### src/hw/rtl/efp_pkg.sv
// Shared constants, types and a helper function of the escaped frame parser.
`default_nettype none

package efp_pkg;

  localparam int MAX_DATA    = 32;
  localparam int NUM_TYPES   = 4;
  localparam int TABLE_SLOTS = 4;
  localparam int DATA_AW     = $clog2(MAX_DATA);
  localparam int LEN_W       = 6;
  localparam int STORE_AW    = DATA_AW + 1;
  localparam int QUEUE_DEPTH = 4;
  localparam int QUEUE_AW    = $clog2(QUEUE_DEPTH);
  localparam int QUEUE_CW    = QUEUE_AW + 1;
  localparam int OUT_DEPTH   = 4;
  localparam int OUT_AW      = $clog2(OUT_DEPTH);
  localparam int OUT_CW      = OUT_AW + 1;
  localparam int ADDR_W      = 5;

  localparam logic [1:0] PS_START   = 2'd0;
  localparam logic [1:0] PS_LABEL   = 2'd1;
  localparam logic [1:0] PS_PAYLOAD = 2'd2;
  localparam logic [1:0] PS_END     = 2'd3;

  localparam logic [2:0] ERR_NONE          = 3'd0;
  localparam logic [2:0] ERR_NO_START      = 3'd1;
  localparam logic [2:0] ERR_UNKNOWN_LABEL = 3'd2;
  localparam logic [2:0] ERR_CHECKSUM      = 3'd3;
  localparam logic [2:0] ERR_NO_END        = 3'd4;

  localparam logic [2:0] REG_START_FLAG     = 3'd0;
  localparam logic [2:0] REG_END_FLAG       = 3'd1;
  localparam logic [2:0] REG_ESCAPE_FLAG    = 3'd2;
  localparam logic [2:0] REG_LABEL_TABLE    = 3'd3;
  localparam logic [2:0] REG_LENGTH_TABLE   = 3'd4;
  localparam logic [2:0] REG_TYPES_IN_USE   = 3'd5;
  localparam logic [2:0] REG_RESERVED_LABEL = 3'd6;

  typedef struct packed {
    logic [7:0]  open_code;
    logic [7:0]  close_code;
    logic [7:0]  esc_code;
    logic [31:0] label_table;
    logic [23:0] length_table;
    logic [2:0]  types_in_use;
    logic [7:0]  reserved_label;
  } cfg_t;

  typedef struct packed {
    logic             is_frame;
    logic [1:0]       parse_state;
    logic [2:0]       error_code;
    logic [1:0]       type_index;
    logic [LEN_W-1:0] len;
    logic             bank;
  } cmd_t;

  typedef struct packed {
    logic               we;
    logic               bank;
    logic [DATA_AW-1:0] addr;
    logic [7:0]         data;
  } wr_t;

  typedef struct packed {
    logic valid;
    logic bank;
  } rel_t;

  typedef struct packed {
    logic [1:0] parse_state;
    logic [2:0] error_code;
    logic       message_ok;
    logic [1:0] type_index;
    logic [7:0] payload_byte;
    logic       payload_valid;
    logic       last;
  } res_t;

  function automatic logic [LEN_W-1:0] entry_length(input logic [23:0] lengths,
                                                    input logic [1:0] idx);
    logic [23:0]      sh;
    logic [LEN_W-1:0] len;
    sh  = lengths >> (6 * idx);
    len = sh[LEN_W-1:0];
    if (len > LEN_W'(MAX_DATA)) begin
      len = LEN_W'(MAX_DATA);
    end
    return len;
  endfunction

endpackage

`default_nettype wire

### src/hw/rtl/escaped_frame_parser.sv
// Top level of the escaped frame parser: configuration registers and the two halves.
//
//  Channel   Handshake                  Payload
//  cfg       psel penable pwrite pready paddr pwdata prdata
//  input     push / full                rx_byte
//  result    empty / pop                parse_state error_code message_ok type_index
//                                       payload_byte payload_valid last
//
// The front end takes one byte a cycle while full is low. Each command passes through the
// command queue, the back end's result register and the output queue to the result ports.
// A closing end flag yields one result per payload byte, read from the payload bank
// one a cycle while the output queue has room. The front end stalls on payload bytes
// while the bank it fills is still being read out. Input is taken while the four-entry
// command queue has room; results wait in a four-entry output queue. Reset is synchronous
// and sets the registers to their defaults; the banks need no clearing.
`default_nettype none

module escaped_frame_parser import efp_pkg::*; (
  input  wire logic              clk,
  input  wire logic              rst,
  input  wire logic              psel,
  input  wire logic              penable,
  input  wire logic              pwrite,
  input  wire logic [ADDR_W-1:0] paddr,
  input  wire logic [31:0]       pwdata,
  output logic [31:0]            prdata,
  output logic                   pready,
  input  wire logic [7:0]        rx_byte,
  input  wire logic              push,
  output logic                   full,
  output logic [1:0]             parse_state,
  output logic [2:0]             error_code,
  output logic                   message_ok,
  output logic [1:0]             type_index,
  output logic [7:0]             payload_byte,
  output logic                   payload_valid,
  output logic                   last,
  output logic                   empty,
  input  wire logic              pop
);

  cfg_t       cfg;
  logic [2:0] reg_idx;
  logic       cfg_write;

  logic       q_full, q_empty, q_pop, cmd_push;
  cmd_t       cmd, q_head;
  wr_t        wr;
  rel_t       rel;
  res_t       res;

  assign pready    = 1'b1;
  assign reg_idx   = paddr[4:2];
  assign cfg_write = psel && penable && pwrite && pready;

  always_ff @(posedge clk) begin
    if (rst) begin
      cfg.open_code      <= 8'd126;
      cfg.close_code     <= 8'd127;
      cfg.esc_code       <= 8'd125;
      cfg.label_table    <= '0;
      cfg.length_table   <= '0;
      cfg.types_in_use   <= '0;
      cfg.reserved_label <= '0;
    end else if (cfg_write) begin
      case (reg_idx)
        REG_START_FLAG:     cfg.open_code      <= pwdata[7:0];
        REG_END_FLAG:       cfg.close_code     <= pwdata[7:0];
        REG_ESCAPE_FLAG:    cfg.esc_code       <= pwdata[7:0];
        REG_LABEL_TABLE:    cfg.label_table    <= pwdata;
        REG_LENGTH_TABLE:   cfg.length_table   <= pwdata[23:0];
        REG_TYPES_IN_USE:   cfg.types_in_use   <= pwdata[2:0];
        REG_RESERVED_LABEL: cfg.reserved_label <= pwdata[7:0];
        default: ;
      endcase
    end
  end

  always_comb begin
    unique case (reg_idx)
      REG_START_FLAG:     prdata = {24'd0, cfg.open_code};
      REG_END_FLAG:       prdata = {24'd0, cfg.close_code};
      REG_ESCAPE_FLAG:    prdata = {24'd0, cfg.esc_code};
      REG_LABEL_TABLE:    prdata = cfg.label_table;
      REG_LENGTH_TABLE:   prdata = {8'd0, cfg.length_table};
      REG_TYPES_IN_USE:   prdata = {29'd0, cfg.types_in_use};
      REG_RESERVED_LABEL: prdata = {24'd0, cfg.reserved_label};
      default:            prdata = '0;
    endcase
  end

  efp_front u_front (
    .clk      (clk),
    .rst      (rst),
    .cfg      (cfg),
    .rx_byte  (rx_byte),
    .push     (push),
    .full     (full),
    .q_full   (q_full),
    .cmd_push (cmd_push),
    .cmd      (cmd),
    .wr       (wr),
    .rel      (rel)
  );

  efp_queue u_queue (
    .clk   (clk),
    .rst   (rst),
    .push  (cmd_push),
    .din   (cmd),
    .full  (q_full),
    .pop   (q_pop),
    .dout  (q_head),
    .empty (q_empty)
  );

  efp_back u_back (
    .clk     (clk),
    .rst     (rst),
    .q_empty (q_empty),
    .q_head  (q_head),
    .q_pop   (q_pop),
    .wr      (wr),
    .rel     (rel),
    .empty   (empty),
    .pop     (pop),
    .res     (res)
  );

  assign parse_state   = res.parse_state;
  assign error_code    = res.error_code;
  assign message_ok    = res.message_ok;
  assign type_index    = res.type_index;
  assign payload_byte  = res.payload_byte;
  assign payload_valid = res.payload_valid;
  assign last          = res.last;

endmodule

`default_nettype wire

### src/hw/rtl/efp_front.sv
// Front end: accepts received bytes, runs the frame parser and fills the payload banks.
`default_nettype none

module efp_front import efp_pkg::*; (
  input  wire logic       clk,
  input  wire logic       rst,
  input  wire cfg_t       cfg,
  input  wire logic [7:0] rx_byte,
  input  wire logic       push,
  output logic            full,
  input  wire logic       q_full,
  output logic            cmd_push,
  output cmd_t            cmd,
  output wr_t             wr,
  input  wire rel_t       rel
);

  typedef enum logic [1:0] {
    S_START   = PS_START,
    S_LABEL   = PS_LABEL,
    S_PAYLOAD = PS_PAYLOAD,
    S_END     = PS_END
  } state_t;

  state_t           state, state_next;
  logic [LEN_W-1:0] byte_count, byte_count_next;
  logic [7:0]       running_xor, running_xor_next;
  logic             escape_pending, escape_pending_next;
  logic [1:0]       matched_type, matched_type_next;
  logic             bank, bank_next;
  logic [1:0]       busy, busy_next;

  logic             accept;
  logic             found;
  logic [1:0]       match_idx;
  logic [LEN_W-1:0] cur_len;
  logic [2:0]       err;
  logic [1:0]       busy_set, busy_clr;

  assign full     = q_full || (state == S_PAYLOAD && busy[bank]);
  assign accept   = push && !full;
  assign cmd_push = accept;
  assign cur_len  = entry_length(cfg.length_table, matched_type);

  always_comb begin
    found     = 1'b0;
    match_idx = '0;
    if (rx_byte != cfg.reserved_label) begin
      for (int i = 0; i < TABLE_SLOTS; i++) begin
        if (!found && i < int'(cfg.types_in_use) && i < NUM_TYPES &&
            cfg.label_table[8*i +: 8] == rx_byte) begin
          found     = 1'b1;
          match_idx = 2'(i);
        end
      end
    end
  end

  always_comb begin
    state_next          = state;
    byte_count_next     = byte_count;
    running_xor_next    = running_xor;
    escape_pending_next = escape_pending;
    matched_type_next   = matched_type;
    bank_next           = bank;
    err                 = ERR_NONE;
    cmd                 = '0;
    cmd.bank            = bank;
    cmd.type_index      = matched_type;
    wr.we               = 1'b0;
    wr.bank             = bank;
    wr.addr             = byte_count[DATA_AW-1:0];
    wr.data             = rx_byte;
    unique case (state)
      S_START: begin
        if (rx_byte == cfg.open_code) begin
          state_next = S_LABEL;
        end else begin
          err = ERR_NO_START;
        end
      end
      S_LABEL: begin
        if (found) begin
          state_next          = S_PAYLOAD;
          byte_count_next     = '0;
          running_xor_next    = rx_byte;
          escape_pending_next = 1'b0;
          matched_type_next   = match_idx;
        end else begin
          err        = ERR_UNKNOWN_LABEL;
          state_next = S_START;
        end
      end
      S_PAYLOAD: begin
        if (byte_count >= cur_len && (escape_pending || rx_byte != cfg.esc_code)) begin
          if (rx_byte == running_xor) begin
            state_next = S_END;
          end else begin
            err        = ERR_CHECKSUM;
            state_next = S_START;
          end
        end else if (!escape_pending && rx_byte == cfg.esc_code) begin
          escape_pending_next = 1'b1;
        end else begin
          wr.we               = byte_count < LEN_W'(MAX_DATA);
          byte_count_next     = byte_count + LEN_W'(1);
          running_xor_next    = running_xor ^ rx_byte;
          escape_pending_next = 1'b0;
        end
      end
      S_END: begin
        state_next = S_START;
        if (rx_byte == cfg.close_code) begin
          cmd.is_frame = 1'b1;
          cmd.len      = cur_len;
          bank_next    = !bank;
        end else begin
          err = ERR_NO_END;
        end
      end
      default: state_next = S_START;
    endcase
    cmd.parse_state = 2'(state_next);
    cmd.error_code  = err;
    wr.we           = wr.we && accept;
  end

  always_comb begin
    busy_set = '0;
    busy_clr = '0;
    if (accept && cmd.is_frame) begin
      busy_set[bank] = 1'b1;
    end
    if (rel.valid) begin
      busy_clr[rel.bank] = 1'b1;
    end
    busy_next = (busy | busy_set) & ~busy_clr;
  end

  always_ff @(posedge clk) begin
    if (rst) begin
      state          <= S_START;
      byte_count     <= '0;
      running_xor    <= '0;
      escape_pending <= 1'b0;
      matched_type   <= '0;
      bank           <= 1'b0;
      busy           <= '0;
    end else begin
      busy <= busy_next;
      if (accept) begin
        state          <= state_next;
        byte_count     <= byte_count_next;
        running_xor    <= running_xor_next;
        escape_pending <= escape_pending_next;
        matched_type   <= matched_type_next;
        bank           <= bank_next;
      end
    end
  end

  a_release_busy: assert property (@(posedge clk) disable iff (rst)
    rel.valid |-> busy[rel.bank])
    else $error("A payload bank was released that was not held.");

  a_frame_free_bank: assert property (@(posedge clk) disable iff (rst)
    (cmd_push && cmd.is_frame) |-> !busy[cmd.bank])
    else $error("A frame was completed into a bank still being read.");

endmodule

`default_nettype wire

### src/hw/rtl/efp_queue.sv
// Short command queue between the parser front end and the readout back end.
`default_nettype none

module efp_queue import efp_pkg::*; (
  input  wire logic clk,
  input  wire logic rst,
  input  wire logic push,
  input  wire cmd_t din,
  output logic      full,
  input  wire logic pop,
  output cmd_t      dout,
  output logic      empty
);

  cmd_t                slots [QUEUE_DEPTH];
  logic [QUEUE_AW-1:0] wptr, rptr;
  logic [QUEUE_CW-1:0] count;

  assign full  = count == QUEUE_CW'(QUEUE_DEPTH);
  assign empty = count == '0;
  assign dout  = slots[rptr];

  always_ff @(posedge clk) begin
    if (push) begin
      slots[wptr] <= din;
    end
  end

  always_ff @(posedge clk) begin
    if (rst) begin
      wptr  <= '0;
      rptr  <= '0;
      count <= '0;
    end else begin
      if (push) begin
        wptr <= wptr + QUEUE_AW'(1);
      end
      if (pop) begin
        rptr <= rptr + QUEUE_AW'(1);
      end
      count <= count + QUEUE_CW'(push) - QUEUE_CW'(pop);
    end
  end

  a_no_overflow: assert property (@(posedge clk) disable iff (rst)
    !(push && full))
    else $error("An item was pushed into a full command queue.");

  a_count_bound: assert property (@(posedge clk) disable iff (rst)
    count <= QUEUE_CW'(QUEUE_DEPTH))
    else $error("The command queue count ran past its depth.");

endmodule

`default_nettype wire

### src/hw/rtl/efp_back.sv
// Back end: holds the payload banks and turns commands into result items.
`default_nettype none

module efp_back import efp_pkg::*; (
  input  wire logic clk,
  input  wire logic rst,
  input  wire logic q_empty,
  input  wire cmd_t q_head,
  output logic      q_pop,
  input  wire wr_t  wr,
  output rel_t      rel,
  output logic      empty,
  input  wire logic pop,
  output res_t      res
);

  logic [7:0]          mem [2*MAX_DATA];
  logic [7:0]          rdata;
  logic [STORE_AW-1:0] raddr;

  logic [LEN_W-1:0]    k;
  logic                is_data;
  logic                is_last;
  logic                issue;

  logic                r_valid;
  logic                r_use_mem;
  res_t                r_res;
  res_t                push_res;

  res_t                ofifo [OUT_DEPTH];
  logic [OUT_AW-1:0]   wptr, rptr;
  logic [OUT_CW-1:0]   count;
  logic                do_pop;

  assign is_data = q_head.is_frame && q_head.len != '0;
  assign is_last = !is_data || (k == q_head.len - LEN_W'(1));
  assign issue   = !q_empty && ((count + OUT_CW'(r_valid)) < OUT_CW'(OUT_DEPTH));
  assign q_pop   = issue && is_last;
  assign raddr   = {q_head.bank, k[DATA_AW-1:0]};

  assign rel.valid = q_pop && q_head.is_frame;
  assign rel.bank  = q_head.bank;

  always_ff @(posedge clk) begin
    if (wr.we) begin
      mem[{wr.bank, wr.addr}] <= wr.data;
    end
    rdata <= mem[raddr];
  end

  always_ff @(posedge clk) begin
    if (issue) begin
      r_use_mem           <= is_data;
      r_res.parse_state   <= q_head.is_frame ? PS_START : q_head.parse_state;
      r_res.error_code    <= q_head.is_frame ? ERR_NONE : q_head.error_code;
      r_res.message_ok    <= q_head.is_frame;
      r_res.type_index    <= q_head.is_frame ? q_head.type_index : 2'd0;
      r_res.payload_byte  <= '0;
      r_res.payload_valid <= is_data;
      r_res.last          <= is_last;
    end
  end

  always_comb begin
    push_res              = r_res;
    push_res.payload_byte = r_use_mem ? rdata : 8'd0;
  end

  assign empty  = count == '0;
  assign do_pop = pop && !empty;
  assign res    = ofifo[rptr];

  always_ff @(posedge clk) begin
    if (r_valid) begin
      ofifo[wptr] <= push_res;
    end
  end

  always_ff @(posedge clk) begin
    if (rst) begin
      k       <= '0;
      r_valid <= 1'b0;
      wptr    <= '0;
      rptr    <= '0;
      count   <= '0;
    end else begin
      r_valid <= issue;
      if (issue) begin
        k <= is_last ? '0 : k + LEN_W'(1);
      end
      if (r_valid) begin
        wptr <= wptr + OUT_AW'(1);
      end
      if (do_pop) begin
        rptr <= rptr + OUT_AW'(1);
      end
      count <= count + OUT_CW'(r_valid) - OUT_CW'(do_pop);
    end
  end

  a_read_in_range: assert property (@(posedge clk) disable iff (rst)
    (issue && is_data) |-> k < q_head.len)
    else $error("A payload read went past the frame length.");

  a_result_lands: assert property (@(posedge clk) disable iff (rst)
    $past(r_valid) |-> !empty)
    else $error("A read result did not reach the output queue.");

endmodule

`default_nettype wire
### config.mk
export PLATFORM = sky130hd
export DESIGN_NAME = escaped_frame_parser
export DESIGN_NICKNAME = d
export VERILOG_FILES = /design/src/hw/rtl/efp_pkg.sv /design/src/hw/rtl/escaped_frame_parser.sv /design/src/hw/rtl/efp_front.sv /design/src/hw/rtl/efp_queue.sv /design/src/hw/rtl/efp_back.sv
export SDC_FILE = /design/constraint.sdc
export NUM_CORES = 1
export LEC_CHECK = 0
export ABC_AREA = 1
export CAP_MARGIN = 5
export CORE_ASPECT_RATIO = 1.75
export CORE_MARGIN = 2
export CORE_UTILIZATION = 52
export CTS_BUF_LIST = sky130_fd_sc_hd__clkbuf_4 sky130_fd_sc_hd__clkbuf_8
export CTS_CLUSTER_SIZE = 10
export DETAILED_ROUTE_END_ITERATION = 10
export DONT_BUFFER_PORTS = 1
export GPL_ROUTABILITY_DRIVEN = 0
export PLACE_DENSITY = 0.79
export RECOVER_POWER = 100
export SLEW_MARGIN = 20
export SYNTH_ARGS = -nofsm -noshare
export SYNTH_HDL_FRONTEND = slang
export SYNTH_SLANG_ARGS = --single-unit
### constraint.sdc
create_clock -name clk -period 4.7 [get_ports clk]
set_input_delay 0 -clock clk [delete_from_list [all_inputs] [get_ports clk]]
set_output_delay 0 -clock clk [all_outputs]
set_load 0.1 [all_outputs]
* Word-level counts from Yosys, hierarchy flattened *
Memory sizes are Yosys's and may differ from the RTL's. A register that Yosys moved wholly into a read port is not among the register bits.
Index checks and enable logic that the tools add are counted.

storage, ports and cells
  flip-flop bits (word level) = 144
  memory bits (writable) = 644
  input bits = 52
  output and inout port bits = 53
  logic and storage cells = 199
  memories = 3

memories
  memory         depth  bits a word  rd ports  clocked after Yosys merged registers in  wr ports  RTL line         text
  u_back.mem     64     8            1         1                                        1         efp_back.sv:17   logic [7:0] mem [2*MAX_DATA];
  u_back.ofifo   4      18           1         1                                        1         efp_back.sv:31   res_t ofifo [OUT_DEPTH];
  u_queue.slots  4      15           1         1                                        1         efp_queue.sv:15  cmd_t slots [QUEUE_DEPTH];

cells by class
  $add $sub $neg = 11
  multipliers = 1
  magnitude comparators = 12
  equality and inequality tests = 24
  shifts and indexed selects = 1
  multiplexer cells = 64
  bitwise operators = 4
  reductions and logical operators = 51

operator list
  operator                                             number
  one-hot mux 32 bit (7 select lines)                  1
  equality test 8 bit                                  8
  two-way mux 6 bit                                    7
  two-way mux 8 bit                                    4
  two-way mux 2 bit                                    15
  two-way mux 1 bit                                    28
  right shift 24 x 5 -> 6 bit                          1
  logical AND 1 bit                                    22
  != test 8 bit                                        2
  one-hot mux 8 bit (2 select lines)                   1
  AND reduction 2 bit                                  7
  adder 6 x 1 -> 6 bit, second input constant          2
  equality test 3 bit, second input constant           4
  one-hot mux 3 bit (4 select lines)                   1
  one-hot mux 6 bit (2 select lines)                   1
  logical NOT 1 bit                                    9
  logical NOT 3 bit                                    3
  adder 2 x 1 -> 2 bit, second input constant          4
  one-hot mux 2 bit (4 select lines)                   1
  bitwise XOR 8 bit                                    1
  adder 3 x 1 -> 3 bit                                 2
  equality test 3 x 2 -> 1 bit, second input constant  2
  equality test 6 bit                                  1
  greater-or-equal comparator 6 bit                    1
  28 further kinds                                     40

* Logic depth before layout (Yosys ltp) *
Gate-level depths: netlist of the first run.

  depth in word-level cells = 21
  mapped depth = 24

* By module *
From an unflattened synthesis of the first run, not the netlist that was laid out.

unflattened totals
  cell total of the unflattened synthesis = 3527
  area total of the unflattened synthesis = 35606.6 um^2

by module, submodules not included
  module                instances  cells an instance  area each (um^2)
  efp_back              1          2096               25189.2
  escaped_frame_parser  1          706                4491.8
  efp_front             1          493                3039.2
  efp_queue             1          232                2886.5

* Least setup slack after synthesis of the first run *
OpenSTA, ideal clock, no wires.

  path type = reg2reg
  start point = reg u_front.matched_type[0]
  end point = mem u_back.mem[32][0] (enable)
  library setup time = 395 ps
  arrival = 3356 ps
  required time = 4305 ps
  slack = 949 ps
  stages on the path, launching flop included = 17
  clock period less this slack = 3751 ps
  path through = dfxtp_1 buf_2 clkinv_1 nand2_1 a21oi_1 a21oi_1 nand2_1 nor2_1 a21oi_1 or2_2 ha_1 a21oi_1 o21a_1 nand3_1 clkinv_1 nand4_2 nor4_1

on the way
  word-level cells in the longest chain between the ends = 11

RTL lines
  element                                    RTL line          text
  from (decl)                                efp_front.sv:29   logic [1:0] matched_type, matched_type_next;
  from (signal assigned)                     efp_front.sv:156  matched_type <= matched_type_next;
  multiplier 2 x 2 -> 4 bit *                efp_pkg.sv:84     sh = lengths >> (6 * idx);
  right shift 24 x 5 -> 6 bit *              efp_pkg.sv:84
  > comparator 6 bit                         efp_pkg.sv:86     if (len > LEN_W'(MAX_DATA)) begin
  two-way mux 6 bit *                        efp_pkg.sv:86
  greater-or-equal comparator 6 bit *        efp_front.sv:95   if (byte_count >= cur_len && (escape_pending || rx_byte != cfg.esc_code)) begin
  logical AND 1 bit *                        efp_front.sv:95
  two-way mux 1 bit *                        efp_front.sv:95
  two-way mux 1 bit *                        efp_front.sv:74   unique case (state)
  logical AND 1 bit *                        efp_front.sv:125  wr.we = wr.we && accept;
  two-way mux 1 bit *                        efp_back.sv:46    if (wr.we) begin
  two-way mux 1 bit (implied by the code) *  efp_back.sv:47    mem[{wr.bank, wr.addr}] <= wr.data;
  to (decl)                                  efp_back.sv:17

Every way passes the cells marked *; elsewhere a longest branch is shown, timed or not.

* Worst setup path after layout of the first run *
  start point = reg u_front.matched_type[1]
  end point = mem u_back.mem[3][4] (enable)

Same word-level chain as after synthesis.

==> results of run 1 <==
==> kinds of logic after synthesis <==
family / share of synthesized area, %
adders and majority gates: 1.11
buffers and inverters: 4.09
AOI/OAI and AO/OA: 12.4
xor gates and xnor gates: 1.12
DFF: 67.3
other: 0.0112
and+or+nand+nor: 13.9
==> per-stage QoR <==
stage          area, µm²  hold slack (ns)  util (%)
3_5_place_dp       34800           0.0702      54.4
5_1_grt            37400           0.0427      58.4
2_1_floorplan      33500           0.0989         -
4_1_cts            38000          0.00308      59.3
6_report           37400           0.0260      58.4
3_3_place_gp       34800           0.0689      54.3
==> worst min-delay path, delay by kind of cell <==
family,cells,cell delay [ns]
simple gates,2,0.14
buf+inv,1,0.56
==> placed cells by master (no fill, tap or decap), types with 10 or more instances in the layout <==
cell type and instances:
buf_4 17, nand2_1 347, xor2_1 26, o22ai_1 105, o211ai_1 20, nor3_1 21
nor2_1 544, xnor2_1 17, edfxtp_1 654, nand3_1 96, o21ai_0 419, dlygate4sd3_1 90
a21oi_1 91, dfxtp_1 143, inv_1 136, a221oi_1 10, clkbuf_8 111, nand4_1 62
inv_2 12, clkinv_2 12, clkbuf_2 23, clkbuf_4 30, o221ai_1 54, clkinv_1 21
ha_1 28, o21ai_1 13, clkbuf_1 58
==> worst max-delay path by stage <==
stage                                 start                end  slack, ns  cells past startpoint
finish              u_front.matched_type[1]   u_back.mem[3][4]       0.29                     17
global route        u_front.matched_type[1]  u_back.mem[42][3]       0.14                     17
CTS                 u_front.matched_type[1]  u_back.mem[38][1]       0.59                     14
detailed placement  u_front.matched_type[1]  u_back.mem[38][0]       0.64                     14
global placement    u_front.matched_type[1]  u_back.mem[38][5]       0.71                     14
floorplan           u_front.matched_type[0]  u_back.mem[32][0]       0.95                     16
==> routing by layer <==
layer,wire length [µm],up-vias,part of all wire (%),global-route usage [%]
li1,-,11100,-,-
met1,30300,11800,32,28.7
met2,47600,1550,50,49.9
met3,8160,529,8.6,5.65
met4,9260,0,9.7,24.5
met5,0,-,0,0
==> registers in the layout, summed over array words and instances (netlist names), 6 cells and up, named ones only <==
signal,flops
u_back.rdata,8
u_back.push_res,9
u_back.ofifo,72
u_front.byte_count,6
u_queue.slots,60
u_back.mem,512
cfg,91
u_back.k,6
u_front.running_xor,8
==> power by group <==
group | switching, W | internal [W] | leakage [nW]
sequential | 0.000255 | 0.00813 | 7.13
combinational | 0.00318 | 0.000934 | 4.77
clock | 0.00246 | 0.00252 | 1.05
total | 0.00590 | 0.0116 | 12.9
==> timing repair <==
| action | in CTS | in global routing |
|---|---|---|
| setup endpoints to repair | 0 | 0 |
| hold endpoints to repair | 657 | 0 |
| hold buffers | 99 | 0 |
==> area by class of cell <==
| type | count | area (µm²) | share of cell area, % |
|---|---|---|---|
| diodes | 6 | 15.0 | 0.0402 |
| clock buffers | 141 | 1750 | 4.69 |
| clock inverters | 33 | 234 | 0.626 |
| inverters | 158 | 601 | 1.61 |
| multi-input cells | 1912 | 9530 | 25.5 |
| flip-flops and latches | 800 | 22600 | 60.4 |
| well taps | 812 | 1020 | 2.72 |
| repair buffers | 200 | 1650 | 4.42 |
==> metrics.txt, run 1 <==
Syn. warnings 0; Die Wd 196 µm; Fillers 5010; slowest cell on the critical path clkbuf_1; Critical Path Fanout Max 10; routed vias 25000; Max IR drop VDD 0.417 mV; Async SR Flop Fraction 0%; Post-Layout Cell Count 4062; Worst Hold Class input port to register; fmax 227 MHz; Synth Instances 3046; post-route DRC violation count 1; CTS tree built; Clock Latency Late Sink 0.71 ns; clock tree buffer depth 3; status finished with violations; GRT Overall Usage 28.4%; Final Setup Violations 0; Worst Path Buf+Inv 5; worst path arrival time 4.82 ns; initial core utilization 52.3%; Slew @ Worst Pin roughly 2.9 ns; Inst Count DP 3783; Reg2Reg Setup Slack 0.29 ns; chip height 340 µm; syn_nets between 3000 and 4000; post-synth top area cell edfxtp_1; largest net degree at the start of global routing 221; number of global-route vias before repair 24700; ys flop type edfxtp_1; final total power ~0.017 W; final hold viol count 0; WL final 95300 µm; Detailed Route Iter0 Violations ~2700; Avg Vias per Cell 6.16; EDFF count, synth around 650; Synth area leaders edfxtp_1 59%, dfxtp_1 8.7%, o21ai_0 6.4%, nor2_1 6.1%, nand2_1 3.9%; Slew headroom -98.2%; count leader, synth edfxtp_1; Max H-tree Level 3; GRT overflow 0; max-slew violations 297; register bit total from synthesis 800; Reg-to-Reg Start u_front.matched_type[1]; max_cap viols 41; first-pass GRT wire length 142000 µm; Leak about 13 nW; minimum clock period 4.41 ns; DP Worst Slack about 0.64 ns; hold path endpoint cfg[19]; R2R Path End u_back.mem[3][4]; Die Area 66600 µm²; sequential fraction of the synthesis area 67.3%; CP max stage delay 0.60 ns; R2R depth 17; worst path required time 5.11 ns; Setup WS post-layout 0.286 ns; clock skew between 0.03 and 0.04 ns; crit-path cells clkinv_1 -> a21oi_1 -> a32o_1 -> nand2_1 -> nor2_1 -> a21oi_1 -> or2_2 -> ha_1 -> nand4_1 -> or2_2 -> nand3_1 -> clkinv_1 -> buf_4 -> nand4_1 -> clkbuf_1 -> nor2_1 -> clkbuf_1; top cells by count, synth 654 x edfxtp_1, 544 x nor2_1, 428 x o21ai_0, 345 x nand2_1, 146 x dfxtp_1; first drt pass iteration count 11; crit path kind register to register; total clock buffers created by CTS 100; mean area per synthesized cell 11.0 µm²; WHS Path Cells 3; setup TNS 0 ns; CTS clock-pin slew for the worst setup and hold paths 0.07 ns; Post-CTS Setup Repair Bufs 0; root buf cell clkbuf_8; IO Count 105; wire per inst 23.5 µm; RSZ-0062 raised after global routing false; post-synth cell types 53; Worst setup SP type register; Sink Count 800; Tcrit/Tclk final 93.9%; crit-path leading delay family buffers and inverters; Hold Startpoint pwdata[8]; Post-CTS Resized 0; PortBufs 0; Area growth syn-to-layout 11.5%; Final ANT Viol Nets 0; core area 64000 µm²; Detail Placement HPWL 56600 µm; failing checks design-rule violations, max-capacitance violations, max-slew violations; CP Capture Type register; post-synth top area share 58.6%; Synth Cell Area 33500 µm²; antenna violations before repair 6; standard-cell rows 123; share of cells above drive strength 1 under 10%; final net count 3253; pwr dens 468 nW/µm²
(Power assumes the default switching activity.)
==> inputs of run 2 (changes only) <==
==> constraint.sdc (replaced) <==
create_clock -name clk -period 4.65 [get_ports clk]
set_input_delay 0 -clock clk [delete_from_list [all_inputs] [get_ports clk]]
set_output_delay 0 -clock clk [all_outputs]
set_load 0.1 [all_outputs]
==> run 2 against run 1 <==
The run ends with negative hold slack, max-capacitance violations, max-slew violations left. Non-clock buffer count increased by 2. Clock skew up 0.0015 ns. Utilization increased by 0.39 points. First-iteration DRC count decreased by 6.1%. Combinational power is 2% higher. Critical path depth decreased by 1. Critical path type unchanged. Highest routed layer unchanged.
==> metrics.txt, run 2 (synthesis gave the netlist of run 1 again) <==
Final ANT Viol Nets 0 (unchanged); Setup WS post-layout 0.355 ns (+0.0687 ns); Final Setup Violations 0 (unchanged); chip height 340 µm (unchanged); status finished with violations; global route hottest layer met2; failing checks negative hold slack, max-capacitance violations, max-slew violations; max reg flops 512 (unchanged); Sink Count 800 (unchanged); CP Capture Type register; Die Area 66600 µm² (unchanged); Inst Count DP 3781 (-0.053%); Clock Latency Late Sink 0.73 ns (+0.02 ns); max_cap viols 43 (+4.9%); routed vias 25000 (-0.084%); largest net degree at the start of global routing 208 (-5.9%); M1 GR Usage 28.7% (-0.044 points); Max IR drop VDD 0.386 mV (-7.4%); max-slew violations 388 (+31%); GRT Overall Usage 28.5% (+0.099 points); Tcrit/Tclk final 92.4% (-1.5 points); PortBufs 0 (unchanged); Worst Hold Class input port to register; setup TNS 0 ns (unchanged); WL final 95600 µm (+0.32%); CTS clock-pin slew for the worst setup and hold paths 0.07 ns (about the same); most frequent cells in the layout 654 x edfxtp_1, 544 x nor2_1, 419 x o21ai_0, 349 x nand2_1, 143 x dfxtp_1; hold slack -0.0105 ns (-0.0365 ns); GRT overflow 0 (unchanged); Leak 13.1 nW (+1.4%); WHS Path Cells 4 (+1); final net count 3256 (+0.092%); leading registers by flop count u_back.mem (512), cfg (91), u_back.ofifo (72); IO Count 105 (unchanged); Biggest register u_back.mem; GR Util met2 49.4% (-0.47 points); Post-CTS Resized 0 (unchanged); total clock buffers created by CTS 101 (+1.0%); root buf cell clkbuf_8; Post-CTS Setup Repair Bufs 0 (unchanged); first-pass GRT wire length 143000 µm (+0.57%); Post-Layout Cell Count 4068 (+0.15%); worst path required time 5.07 ns (-0.04 ns); Slew headroom -107% (-9.3 points); Die Wd 196 µm (unchanged); post-route DRC violation count 0 (-1); antenna violations before repair 5 (-1); DP Worst Slack 0.811 ns (+0.171 ns); Worst setup SP type register; wire per inst 23.5 µm (+0.18%); standard-cell rows 123 (unchanged); Avg Vias per Cell 6.14 (-0.23%); first drt pass iteration count 6 (-5); worst path arrival time 4.72 ns (-0.10 ns); clock skew 0.0363 ns (+0.00147 ns); initial core utilization 52.3% (unchanged); clock tree buffer depth 3 (unchanged); Area growth syn-to-layout 12.3%; core area 64000 µm² (unchanged); met3 Usage GRT 6.14% (+0.49 points); crit path kind register to register; Slew @ Worst Pin 3.11 ns (+0.170 ns); Detailed Route Iter0 Violations 2519 (-6.1%); commonest non-fill, non-tap cell in the layout edfxtp_1; CTS tree built; Fillers 4982 (-0.56%); Critical Path Fanout Max 10 (unchanged); pwr dens 477 nW/µm² (+1.9%); share of cells above drive strength 1 9.32% (+1.3 points); R2R depth 16 (-1); Max H-tree Level 3 (unchanged); number of global-route vias before repair 24900 (+0.81%); Detail Placement HPWL 56700 µm (+0.17%); RSZ-0062 raised after global routing false; fmax 233 MHz (+2.8%); final hold viol count 1 (+1); minimum clock period 4.30 ns (-0.119 ns)
## run 2: worst max-delay path, cell delays in order (launching register included)
cell and delay, ns:
dfxtp_1 0.47, clkinv_1 0.30, a21oi_1 0.22, a32o_1 0.19, nand2_1 0.06, nor2_1 0.08, a21oi_1 0.12, or2_2 0.31
ha_1 0.32, nand4_1 0.08, or2_2 0.28, nand3_1 0.17, clkinv_1 0.29, nand4_1 0.19, clkbuf_1 0.58, nor2_1 0.10
clkbuf_2 0.25
## run 2: layout make-up
cell class | count | area (µm²) | share of cell area [%]
antenna | 4 | 10.0 | 0.0266
clock buffer | 146 | 1770 | 4.69
clock inverter | 34 | 312 | 0.828
inverter | 158 | 601 | 1.60
multi-input combinational | 1912 | 9540 | 25.4
sequential | 800 | 22600 | 60.0
tap | 812 | 1020 | 2.70
timing repair buffer | 202 | 1810 | 4.80
## run 2: path summary, 6_finish.rpt
check                               start                end  slack (ns)
setup / recovery  u_front.matched_type[1]  u_back.mem[50][5]        0.35
hold / removal                   paddr[2]            cfg[67]       -0.01
setup reg to reg  u_front.matched_type[1]  u_back.mem[50][5]        0.35
hold reg to reg            u_back.rptr[1]           register        0.47
## run 2: repair_timing
action | in CTS | in global routing
endpoints found under the hold margin | 649 | 0
hold buffers | 103 | 0
endpoints found under the setup margin | 0 | 0
## run 2: through the flow
step | cell area [µm²] | utilization [%] | total power [W]
after floorplan | 33500 | - | 0.0116
after global placement | 34800 | 54.3 | 0.0125
after detailed placement | 34800 | 54.4 | 0.0127
after CTS | 38100 | 59.5 | 0.0181
after global routing | 37600 | 58.7 | 0.0185
final | 37600 | 58.8 | 0.0179
## run 2: metal layers
metal	routed length (µm)	vias to the layer above
li1	-	11100
met1	29700	11700
met2	47500	1576
met3	8590	536
met4	9820	0
met5	0	-
## run 2: report_power, final
group / internal [W] / switching [W] / total (W) / leakage (nW)
logic: 0.000949 / 0.00325 / 0.00419 / 4.91
clock network: 0.00273 / 0.00255 / 0.00528 / 1.09
registers: 0.00822 / 0.000233 / 0.00845 / 7.13
